**src/sv/bank_switch_memory_mapper_core_assert.svh**
```systemverilog
// Assertion macros for the mapper core.
`ifndef BANK_SWITCH_MEMORY_MAPPER_CORE_ASSERT_SVH
`define BANK_SWITCH_MEMORY_MAPPER_CORE_ASSERT_SVH

// Same-cycle implication, disabled while reset is asserted.
`define BSM_ASSERT_NOW(label, clk, rst_n, ante, cons) \
    label: assert property (@(posedge clk) disable iff (!rst_n) (ante) |-> (cons)) \
        else $error("mapper assertion failed");

// Next-cycle implication, disabled while reset is asserted.
`define BSM_ASSERT_NEXT(label, clk, rst_n, ante, cons) \
    label: assert property (@(posedge clk) disable iff (!rst_n) (ante) |=> (cons)) \
        else $error("mapper assertion failed");

`endif

```
**src/sv/bsm_pkg.sv**
```systemverilog
package bsm_pkg;

    // Input item: one CPU access
    typedef struct packed {
        logic        cmd;
        logic [15:0] address;
        logic [7:0]  write_data;
    } req_t;

    // Result item
    typedef struct packed {
        logic [1:0]  target;
        logic [21:0] offset;
        logic        save_used;
    } rsp_t;

    // Access kinds
    localparam logic CMD_READ  = 1'b0;
    localparam logic CMD_WRITE = 1'b1;

    // Target codes
    localparam logic [1:0] TGT_ROM  = 2'd0;
    localparam logic [1:0] TGT_WRAM = 2'd1;
    localparam logic [1:0] TGT_SRAM = 2'd2;
    localparam logic [1:0] TGT_DROP = 2'd3;

    // Address map constants
    localparam logic [15:0] FC_BASE_ADDR  = 16'hFFFC;
    localparam logic [2:0]  SLOT_SRAM_LO  = 3'd4;
    localparam logic [2:0]  SLOT_WRAM_LO  = 3'd6;
    localparam int unsigned FC0_SRAM_EN   = 3;
    localparam int unsigned FC0_SRAM_BANK = 2;

    // Frame-control reset values
    localparam logic [7:0] FC0_RST = 8'h00;
    localparam logic [7:0] FC1_RST = 8'h00;
    localparam logic [7:0] FC2_RST = 8'h01;
    localparam logic [7:0] FC3_RST = 8'h00;

    // Page-count register width and reset
    localparam int unsigned PAGES_W   = 9;
    localparam logic [8:0]  PAGES_RST = 9'd1;

    // Remainder bits retired per divider step
    localparam int unsigned DIV_BITS_PER_STEP = 4;

    // Controller to datapath commands
    typedef struct packed {
        logic load;    // latch the access, start the page remainder
        logic step;    // one remainder step
        logic commit;  // form result, update mapper registers
    } dp_cmd_t;

    // Datapath to controller status
    typedef struct packed {
        logic out_free;  // output register can take a result this cycle
    } dp_status_t;

endpackage

```
**src/sv/bsm_ctrl.sv**
```systemverilog
module bsm_ctrl (
    input  logic                clk,
    input  logic                rst_n,
    input  logic                req_valid,
    output logic                req_stall,
    input  bsm_pkg::dp_status_t status,
    output bsm_pkg::dp_cmd_t    cmd
);

    typedef enum logic [1:0] {
        S_IDLE,
        S_DIV0,
        S_DIV1,
        S_COMMIT
    } state_t;

    state_t state_reg;
    state_t state_next;

    // Next state and command decode
    always_comb
    begin
        state_next = state_reg;
        cmd        = '0;
        req_stall  = 1'b1;
        case (state_reg)
            S_IDLE:
            begin
                req_stall = 1'b0;
                if (req_valid)
                begin
                    cmd.load   = 1'b1;
                    state_next = S_DIV0;
                end
            end
            S_DIV0:
            begin
                cmd.step   = 1'b1;
                state_next = S_DIV1;
            end
            S_DIV1:
            begin
                cmd.step   = 1'b1;
                state_next = S_COMMIT;
            end
            S_COMMIT:
            begin
                if (status.out_free)
                begin
                    cmd.commit = 1'b1;
                    state_next = S_IDLE;
                end
            end
            default:
            begin
                state_next = S_IDLE;
            end
        endcase
    end

    // State register
    always_ff @(posedge clk or negedge rst_n)
    begin
        if (!rst_n)
        begin
            state_reg <= S_IDLE;
        end
        else
        begin
            state_reg <= state_next;
        end
    end

endmodule

```
**src/sv/bsm_datapath.sv**
```systemverilog
module bsm_datapath #(
    parameter int unsigned MAX_ROM_PAGES = 256
) (
    input  logic                clk,
    input  logic                rst_n,
    input  bsm_pkg::req_t       req,
    input  logic                cfg_wr_en,
    input  logic [8:0]          cfg_wr_data,
    input  bsm_pkg::dp_cmd_t    cmd,
    output bsm_pkg::dp_status_t status,
    output logic                rsp_valid,
    input  logic                rsp_stall,
    output bsm_pkg::rsp_t       rsp
);

    // Mapper state
    logic [7:0]  fc_reg [4];
    logic        save_flag_reg;
    logic        save_flag_next;
    logic [8:0]  rom_pages_reg;

    // Access and remainder unit
    bsm_pkg::req_t req_reg;
    logic [7:0]    dvd_reg;
    logic [7:0]    rem_reg;
    logic [7:0]    rem_next;
    logic [7:0]    dvd_next;
    logic [7:0]    dvd_load;
    logic [8:0]    divisor;

    // Output register
    logic          rsp_valid_reg;
    bsm_pkg::rsp_t rsp_reg;
    bsm_pkg::rsp_t rsp_next;

    // Effective page count, clamped to 1..MAX_ROM_PAGES
    always_comb
    begin
        if (rom_pages_reg == '0)
        begin
            divisor = 9'd1;
        end
        else if (rom_pages_reg > 9'(MAX_ROM_PAGES))
        begin
            divisor = 9'(MAX_ROM_PAGES);
        end
        else
        begin
            divisor = rom_pages_reg;
        end
    end

    // Page register picked by the slot pair of the incoming access
    always_comb
    begin
        case (req.address[15:14])
            2'd0:    dvd_load = fc_reg[1];
            2'd1:    dvd_load = fc_reg[2];
            2'd2:    dvd_load = fc_reg[3];
            default: dvd_load = '0;
        endcase
    end

    // Restoring remainder, DIV_BITS_PER_STEP dividend bits per step
    always_comb
    begin
        logic [8:0] r;
        logic [7:0] d;
        r = {1'b0, rem_reg};
        d = dvd_reg;
        for (int i = 0; i < int'(bsm_pkg::DIV_BITS_PER_STEP); i++)
        begin
            r = {r[7:0], d[7]};
            d = {d[6:0], 1'b0};
            if (r >= divisor)
            begin
                r = r - divisor;
            end
        end
        rem_next = r[7:0];
        dvd_next = d;
    end

    // Result of the latched access
    always_comb
    begin
        logic [2:0]  slot;
        logic [12:0] low;
        logic        half;
        slot = req_reg.address[15:13];
        low  = req_reg.address[12:0];
        half = req_reg.address[13];

        // sticky save flag as it stands after this access
        save_flag_next = save_flag_reg;
        if (req_reg.cmd == bsm_pkg::CMD_WRITE && req_reg.address >= bsm_pkg::FC_BASE_ADDR
            && req_reg.address[1:0] == 2'd0
            && req_reg.write_data[bsm_pkg::FC0_SRAM_EN])
        begin
            save_flag_next = 1'b1;
        end

        rsp_next.save_used = save_flag_next;
        if (slot >= bsm_pkg::SLOT_WRAM_LO)
        begin
            rsp_next.target = bsm_pkg::TGT_WRAM;
            rsp_next.offset = {9'd0, low};
        end
        else if (slot >= bsm_pkg::SLOT_SRAM_LO && fc_reg[0][bsm_pkg::FC0_SRAM_EN])
        begin
            rsp_next.target = bsm_pkg::TGT_SRAM;
            rsp_next.offset = {7'd0, fc_reg[0][bsm_pkg::FC0_SRAM_BANK], half, low};
        end
        else if (req_reg.cmd == bsm_pkg::CMD_WRITE)
        begin
            rsp_next.target = bsm_pkg::TGT_DROP;
            rsp_next.offset = '0;
        end
        else
        begin
            rsp_next.target = bsm_pkg::TGT_ROM;
            rsp_next.offset = {rem_reg, half, low};
        end
    end

    assign status.out_free = !rsp_valid_reg || !rsp_stall;

    // Access latch and remainder registers
    always_ff @(posedge clk)
    begin
        if (cmd.load)
        begin
            req_reg <= req;
            dvd_reg <= dvd_load;
            rem_reg <= '0;
        end
        else if (cmd.step)
        begin
            dvd_reg <= dvd_next;
            rem_reg <= rem_next;
        end
    end

    // Mapper registers and page count
    always_ff @(posedge clk or negedge rst_n)
    begin
        if (!rst_n)
        begin
            fc_reg[0]     <= bsm_pkg::FC0_RST;
            fc_reg[1]     <= bsm_pkg::FC1_RST;
            fc_reg[2]     <= bsm_pkg::FC2_RST;
            fc_reg[3]     <= bsm_pkg::FC3_RST;
            save_flag_reg <= 1'b0;
            rom_pages_reg <= bsm_pkg::PAGES_RST;
        end
        else
        begin
            if (cfg_wr_en)
            begin
                rom_pages_reg <= cfg_wr_data;
            end
            if (cmd.commit)
            begin
                save_flag_reg <= save_flag_next;
                if (req_reg.cmd == bsm_pkg::CMD_WRITE
                    && req_reg.address >= bsm_pkg::FC_BASE_ADDR)
                begin
                    fc_reg[req_reg.address[1:0]] <= req_reg.write_data;
                end
            end
        end
    end

    // Output register
    always_ff @(posedge clk or negedge rst_n)
    begin
        if (!rst_n)
        begin
            rsp_valid_reg <= 1'b0;
        end
        else if (cmd.commit)
        begin
            rsp_valid_reg <= 1'b1;
        end
        else if (!rsp_stall)
        begin
            rsp_valid_reg <= 1'b0;
        end
    end

    always_ff @(posedge clk)
    begin
        if (cmd.commit)
        begin
            rsp_reg <= rsp_next;
        end
    end

    assign rsp_valid = rsp_valid_reg;
    assign rsp       = rsp_reg;

endmodule

```
**src/sv/bank_switch_memory_mapper_core.sv**
```systemverilog
// Each accept latches the access, runs two remainder steps, then commits once the output register has room.
// One access at a time; the shared remainder unit (4 page bits a step) holds req_stall until commit.
// A result waits in the output register without blocking the next accept.
// Reset (rst_n, async, active low): frame control 0,0,1,0, save flag clear,
// page count 1, no result pending.
module bank_switch_memory_mapper_core #(
    parameter int unsigned MAX_ROM_PAGES = 256
) (
    input  logic            clk,
    input  logic            rst_n,
    input  logic            req_valid,
    output logic            req_stall,
    input  bsm_pkg::req_t   req,
    output logic            rsp_valid,
    input  logic            rsp_stall,
    output bsm_pkg::rsp_t   rsp,
    input  logic            cfg_wr_en,
    input  logic [8:0]      cfg_wr_data
);

    bsm_pkg::dp_cmd_t    cmd;
    bsm_pkg::dp_status_t status;

    bsm_ctrl u_ctrl (
        .clk       (clk),
        .rst_n     (rst_n),
        .req_valid (req_valid),
        .req_stall (req_stall),
        .status    (status),
        .cmd       (cmd)
    );

    bsm_datapath #(
        .MAX_ROM_PAGES (MAX_ROM_PAGES)
    ) u_datapath (
        .clk         (clk),
        .rst_n       (rst_n),
        .req         (req),
        .cfg_wr_en   (cfg_wr_en),
        .cfg_wr_data (cfg_wr_data),
        .cmd         (cmd),
        .status      (status),
        .rsp_valid   (rsp_valid),
        .rsp_stall   (rsp_stall),
        .rsp         (rsp)
    );

`include "bank_switch_memory_mapper_core_assert.svh"

    // One access at a time: busy right after an accept
    `BSM_ASSERT_NEXT(a_busy_after_accept, clk, rst_n, req_valid && !req_stall, req_stall)

    // Discarded writes carry a zero offset
    `BSM_ASSERT_NOW(a_drop_zero_offset, clk, rst_n, rsp_valid && rsp.target == bsm_pkg::TGT_DROP, rsp.offset == '0)

    // Save flag never clears once reported
    `BSM_ASSERT_NEXT(a_save_sticky, clk, rst_n, rsp_valid && rsp.save_used, !rsp_valid || rsp.save_used)

    // A commit always raises rsp_valid
    `BSM_ASSERT_NEXT(a_commit_room, clk, rst_n, cmd.commit, rsp_valid)

endmodule
```
**config.mk**
```make
export PLATFORM = sky130hd
export DESIGN_NAME = bank_switch_memory_mapper_core
export DESIGN_NICKNAME = d
export VERILOG_FILES = /design/src/sv/bsm_pkg.sv /design/src/sv/bsm_ctrl.sv /design/src/sv/bsm_datapath.sv /design/src/sv/bank_switch_memory_mapper_core.sv
export VERILOG_INCLUDE_DIRS = /design/src /design/src/sv
export SDC_FILE = /design/constraint.sdc
export NUM_CORES = 1
export LEC_CHECK = 0
export ABC_AREA = 0
export BUFFER_PORTS_ARGS = -buffer_cell sky130_fd_sc_hd__buf_4
export CAP_MARGIN = 25
export CORE_MARGIN = 1
export CORE_UTILIZATION = 40
export CTS_BUF_LIST = sky130_fd_sc_hd__clkbuf_16
export CTS_CLUSTER_DIAMETER = 200
export DETAILED_ROUTE_END_ITERATION = 12
export GPL_TIMING_DRIVEN = 0
export PLACE_DENSITY = 0.63
export SLEW_MARGIN = 40
export SYNTH_ARGS = -nofsm -noshare
export SYNTH_HDL_FRONTEND = slang
export SYNTH_SLANG_ARGS = --single-unit
```
**constraint.sdc**
```tcl
create_clock -name clk -period 9.33 [get_ports clk]
set_clock_uncertainty 0.1 [all_clocks]
set_input_delay 1.866 -clock clk [delete_from_list [all_inputs] [get_ports clk]]
set_output_delay 1.866 -clock clk [all_outputs]
set_load 0.02 [all_outputs]
```
After elaboration in Yosys (flattened, before gate mapping)

Cells that the tools add are included.

Register bits after elaboration: 111
Logic and storage cells: 85

Add/sub/neg operators: 4
Order comparisons: 10
Equal/unequal tests: 8
Mux-type cells: 27
Bitwise logic cells: 1
Reduce and logical (&&, ||, !) cells: 17

Operators with widths:

| kind                   | count |
|---|---|
| $mux W8                | 7 |
| $mux W24               | 2 |
| $ge A9 B9 Y1           | 4 |
| $bwmux W32             | 1 |
| $sub A8 B8 Y8          | 4 |
| $pmux W8 S3            | 1 |
| $mux W9                | 2 |
| $demux W8 S2           | 1 |
| $ge A16 B16 Y1 const B | 1 |
| $mux W13               | 1 |
| $ge A3 B3 Y1 const B   | 3 |
| $gt A9 B9 Y1 const B   | 1 |
| $logic_not A9 Y1       | 1 |
| $mux W1                | 9 |
| $pmux W2 S4            | 1 |
| $eq A2 B2 Y1 const B   | 3 |
| $logic_not A2 Y1       | 3 |
| $logic_and A1 B1 Y1    | 5 |
| $eq A2 B1 Y1 const B   | 2 |
| $mux W2                | 2 |
| $ne A2 B2 Y1 const B   | 2 |
| $reduce_and A2 Y1      | 2 |
| $lt A3 B1 Y1 const B   | 1 |
| $not A2 Y3             | 1 |
| 6 further kinds        | 7 |

Logic depth before layout (Yosys ltp)

Depth in word-level cells: 11
Mapped depth: 36
Mapped depth without buffers: 35

Cells and area by module

Synthesis repeated with hierarchy kept, for this count alone.

Cell total of the unflattened synthesis: 513
Area total of the unflattened synthesis: 5871.9 µm²

Modules (own cells, without submodules):

| module       | instances | cells each | area each (µm²) | sequential area each (µm²) |
|---|---|---|---|---|
| bsm_datapath | 1         | 496        | 5688.0          | 2830.2 |
| bsm_ctrl     | 1         | 17         | 183.9           | 50.0 |

Least setup slack after synthesis

No wires, ideal clock.

Kind: flip-flop to flip-flop
Start point: reg u_datapath.rom_pages_reg[8]
End point: reg u_datapath.rem_reg[7]
Setup time: 0.127 ns
Arrival: 7.366 ns
Required time: 9.103 ns
Setup slack: 1.736 ns
Stages on the path, launching flop included: 32
Period minus slack after synthesis: 7.594 ns
Cell sequence: dfrtp_1 clkinv_1 nand2_1 ha_1 nor2b_1 o31a_2 o21ai_1 a211o_1 buf_2 mux2_2 inv_1 ha_1 nor2b_1 o31a_1 a21oi_1 o21ai_0 and2_1 nor2_1 ha_1 nor2b_1 o31a_1 o41a_1 o21ai_1 mux2i_1 ha_1 nor2b_1 o31a_1 o41a_1 a2111oi_4 nor2_1 a32oi_1 o21ai_1

Longest elaborated chain between the ends: 11
Elaborated cells on any way between the ends: 16
Those cells by class: 4 x add/sub; 5 x order compare; 6 x mux; 1 x reduce/logical

RTL lines:

| element                                       | line                                   | source |
|---|---|---|
| start, declared                               | bsm_datapath.sv:20                     | `logic [8:0] rom_pages_reg;` |
| start signal, assigned                        | bsm_datapath.sv:154                    | `rom_pages_reg <= bsm_pkg::PAGES_RST;` |
| start signal, assigned                        | bsm_datapath.sv:160                    | `rom_pages_reg <= cfg_wr_data;` |
| $gt A9 B9 Y1                                  | bsm_datapath.sv:43                     | `else if (rom_pages_reg > 9'(MAX_ROM_PAGES))` |
| $mux W9                                       | bsm_datapath.sv:43                     |  |
| $mux W9 (*)                                   | bsm_datapath.sv:39                     | `if (rom_pages_reg == '0)` |
| $sub A8 B8 Y8 or $ge A9 B9 Y1 (tied branches) | bsm_datapath.sv:77, bsm_datapath.sv:75 |  |
| $mux W8                                       | bsm_datapath.sv:75                     | `if (r >= divisor)` |
| $sub A8 B8 Y8 or $ge A9 B9 Y1 (tied branches) | bsm_datapath.sv:77, bsm_datapath.sv:75 |  |
| $mux W8                                       | bsm_datapath.sv:75                     |  |
| $sub A8 B8 Y8 or $ge A9 B9 Y1 (tied branches) | bsm_datapath.sv:77, bsm_datapath.sv:75 |  |
| $mux W8                                       | bsm_datapath.sv:75                     |  |
| $sub A8 B8 Y8 or $ge A9 B9 Y1 (tied branches) | bsm_datapath.sv:77, bsm_datapath.sv:75 |  |
| $mux W8 (*)                                   | bsm_datapath.sv:75                     |  |
| end signal, assigned                          | bsm_datapath.sv:140                    | `rem_reg <= rem_next;` |
| end, declared                                 | bsm_datapath.sv:25                     | `logic [7:0] rem_reg;` |

Mark *: on every way between the ends. The rest lies on a longest branch, timed or not.
A chain may end at the register's enable or synchronous reset.

Final worst setup path

Start point: reg u_datapath.rom_pages_reg[4]
End point: reg u_datapath.rem_reg[0]

Longest elaborated chain between the ends: 11
Elaborated cells on any way between the ends: 16
Those cells by class: 4 x add/sub; 5 x order compare; 6 x mux; 1 x reduce/logical

RTL lines:

| element                                       | line |
|---|---|
| $gt A9 B9 Y1                                  | bsm_datapath.sv:43 |
| $mux W9                                       | bsm_datapath.sv:43 |
| $mux W9 (*)                                   | bsm_datapath.sv:39 |
| $sub A8 B8 Y8 or $ge A9 B9 Y1 (tied branches) | bsm_datapath.sv:77, bsm_datapath.sv:75 |
| $mux W8                                       | bsm_datapath.sv:75 |
| $sub A8 B8 Y8 or $ge A9 B9 Y1 (tied branches) | bsm_datapath.sv:77, bsm_datapath.sv:75 |
| $mux W8                                       | bsm_datapath.sv:75 |
| $sub A8 B8 Y8 or $ge A9 B9 Y1 (tied branches) | bsm_datapath.sv:77, bsm_datapath.sv:75 |
| $mux W8                                       | bsm_datapath.sv:75 |
| $ge A9 B9 Y1                                  | bsm_datapath.sv:75 |
| $mux W8 (*)                                   | bsm_datapath.sv:75 |

Marks and branches as above.

==> summary.md <==
| Metric | Value |
|---|---|
| Status | completed |
| Clk pin slew, worst setup/hold paths | around 70 ps |
| Ant. Diodes | 0 |
| Antenna-violating nets left | 0 |
| Pin count of the biggest net entering global routing | 40 |
| Total CTS buffers | 9 |
| Gpl congestion | 0.922 |
| Routed length on met2 | 5950 µm |
| Final WL | roughly 13000 µm |
| Cell count after synthesis | 521 |
| Startpoint types | flip-flop |
| First-pass GRT wire length | 20700 µm |
| Min Tclk post-route | 8590 ps |
| Rel. slew slack | a little over half |
| Most frequent cells in the layout | buf_4 (66), edfxtp_1 (58), nor2_1 (44), ha_1 (40), mux2_2 (39) |
| CP Class | reg -> reg |
| GRT Total Usage | between 10% and 20% |
| Routed length on met1 | 5950 µm |
| Average wire per standard cell | approximately 16 µm |
| Slowest CP cell | o21ai_0 |
| Hold Worst Slack | 377 ps |
| Via count | 4195 |
| CP delay by family, top | compound AO/OA/AOI/OAI gates |
| FFs w/ async S/R, synth | roughly 37% |
| Worst Hold Class | reg -> reg |
| Grt total ovfl | 0 |
| Commonest register cell after synthesis | edfxtp_1 |
| Die W | 123 µm |
| I/O Buffers | 64 |
| DP Wirelength | 9650 µm |
| Htree depth | 3 |
| Setup Viol. Count Final | 0 |
| Slew Limit Fails | 0 |
| Maxcap violations | 0 |
| TritonCTS clock tree | done |
| Setup_tns | 0 ps |
| Syn Area/Cell | 11.2 µm² |
| Critical Path RT | 9500 ps |
| Yosys cell types | 55 |
| DR WL met3 | 518 µm |
| Pre-antenna DRT Iters | 4 |
| Max layer used | met4 |
| Period utilisation layout | 92.1% |
| Post-layout util | 48.7% |
| RSZ-0062 raised after global routing | false |
| DR vias/cell | 5.36 |
| Yosys top cell area share | roughly 30% |
| Bufs and invs on worst path | 5 |
| Longest Clk Path Bufs | 2 |
| Crit Path Max Fanout | 10 |
| Hold Buf Count CTS | 0 |
| Synth area leaders | edfxtp_1 (30%), dfrtp_1 (16%), ha_1 (8.6%) |
| Number of global-route vias before repair | 4173 |
| Filler instances | approximately 1300 |
| Commonest non-fill, non-tap cell in the layout | buf_4 |
| Fmax | 116 MHz |
| CP endpoint kind | flip-flop |
| Starting Density | 41.5% |
| IO Count | 66 |
| Die Y | 123 µm |
| Initial DRC Count | 215 |
| Worst-margin pin slew | 695 ps |
| Flops & latches, synth | 105 |
| Sequential area share after synthesis | 49.5% |
| Share of layout cells above drive strength 1 | between 20% and 30% |
| Initial antenna violation count | 0 |
| Core area | 14000 µm² |
| Post-Syn Area | 5820 µm² |
| Worst skew pair latency | 330 ps |
| Area leader, netlist | edfxtp_1 |
| Syn nets | between 600 and 700 |
| Area Overhead vs Synth | 17.4% |
| DIE AREA | 15000 µm² |
| Max reg flops | 26 |
| Fin nets | a little under 700 |
| DR DRC count | 0 |
| Synth warnings | 0 |
| Root buf cell | clkbuf_16 |
| Post-synth EDFFs | 58 |
| Worst EP arrival | 8760 ps |
| Row Count | 43 |
| # clock sinks | 105 |
| Hold Vio Cnt, Final | 0 |
| Worst reg2reg setup slack | 740 ps |
| Worst path max stage delay | 470 ps |
==> final timing paths <==
check / start / end / depth (start not counted)
max reg2reg: u_datapath.rom_pages_reg[4] / u_datapath.rem_reg[0] / 35
min: u_datapath.save_flag_reg / u_datapath.save_flag_reg / 1
max: u_datapath.rom_pages_reg[4] / u_datapath.rem_reg[0] / 35
min in group asynchronous: rst_n / u_datapath.rom_pages_reg[4] / 1
min reg2reg: u_datapath.save_flag_reg / u_datapath.save_flag_reg / 1
max in group asynchronous: rst_n / u_datapath.fc_reg[8] / 1
==> logic make-up (layout without fill, tap and decap cells) <==
group,after synthesis,in the layout,share of synthesized area (%)
adders and majority gates,44,44,9.97
xor gates and xnor gates,16,16,2.41
muxes,56,56,10.5
AOI/OAI and AO/OA,114,114,13.0
DFF,105,105,49.5
and+or+nand+nor,146,146,12.1
buffers and inverters,40,122,2.60
==> synthesized netlist by cell type (2+ instances only) <==
library cell  count
a211oi_1          3
nor4_1            3
fa_1              4
and3_1            2
o41a_1            2
mux2_2           39
a21o_1            4
dfrtp_1          37
a211o_1           2
o21ai_0          22
o21bai_1          2
clkbuf_1          7
o31ai_1           2
nand2_1          34
edfxtp_1         58
o31a_1            3
nand3b_1          2
nor2b_1           6
o21a_1           12
a31oi_1           2
nor2_1           44
a21oi_1          33
a21boi_0          2
a32oi_1           2
nand2b_1          4
a221oi_1          2
dfstp_2           2
nor3_1           12
dfxtp_1           8
and2_1           21
inv_1            30
a31o_2            2
xnor2_1           7
xor2_1            9
o211ai_1          2
mux2i_1          17
ha_1             40
nand3_1           6
nor3b_1           2
nand4_1           8
o21ai_1           8
==> repair_timing <==
action | 4_1_cts | 5_1_grt
endpoints found under the setup margin | 0 | 8
hold endpoints to repair | 0 | 0
gates resized for setup | 0 | 4
buffers inserted | 0 | 2
==> area by class of cell <==
cell class	count	area, µm²	share of cell area [%]
repair buffers	66	495	7.25
clock inverters	6	33.8	0.494
flip-flops and latches	105	2880	42.1
well taps	180	225	3.29
multi-input cells	376	2800	40.9
plain buffers	9	36.3	0.531
clock buffers	10	250	3.66
inverters	31	116	1.70
==> metal layers <==
layer,global-route usage (%),vias to the layer above
met5,0,-
met2,29.9,98
met4,4.65,0
met1,23.5,2022
li1,-,2061
met3,3.49,14
==> metrics by stage <==
step	setup slack (ps)	instances	cell area (µm²)
after floorplan	1740	521	5820
after global placement	322	765	6530
after detailed placement	199	765	6530
after CTS	145	781	6810
after global routing	148	783	6840
final	740	783	6840
Power is left out: the tool's default activity adds up to more than one toggle a clock period on the data nets, which glitch-free logic cannot reach.
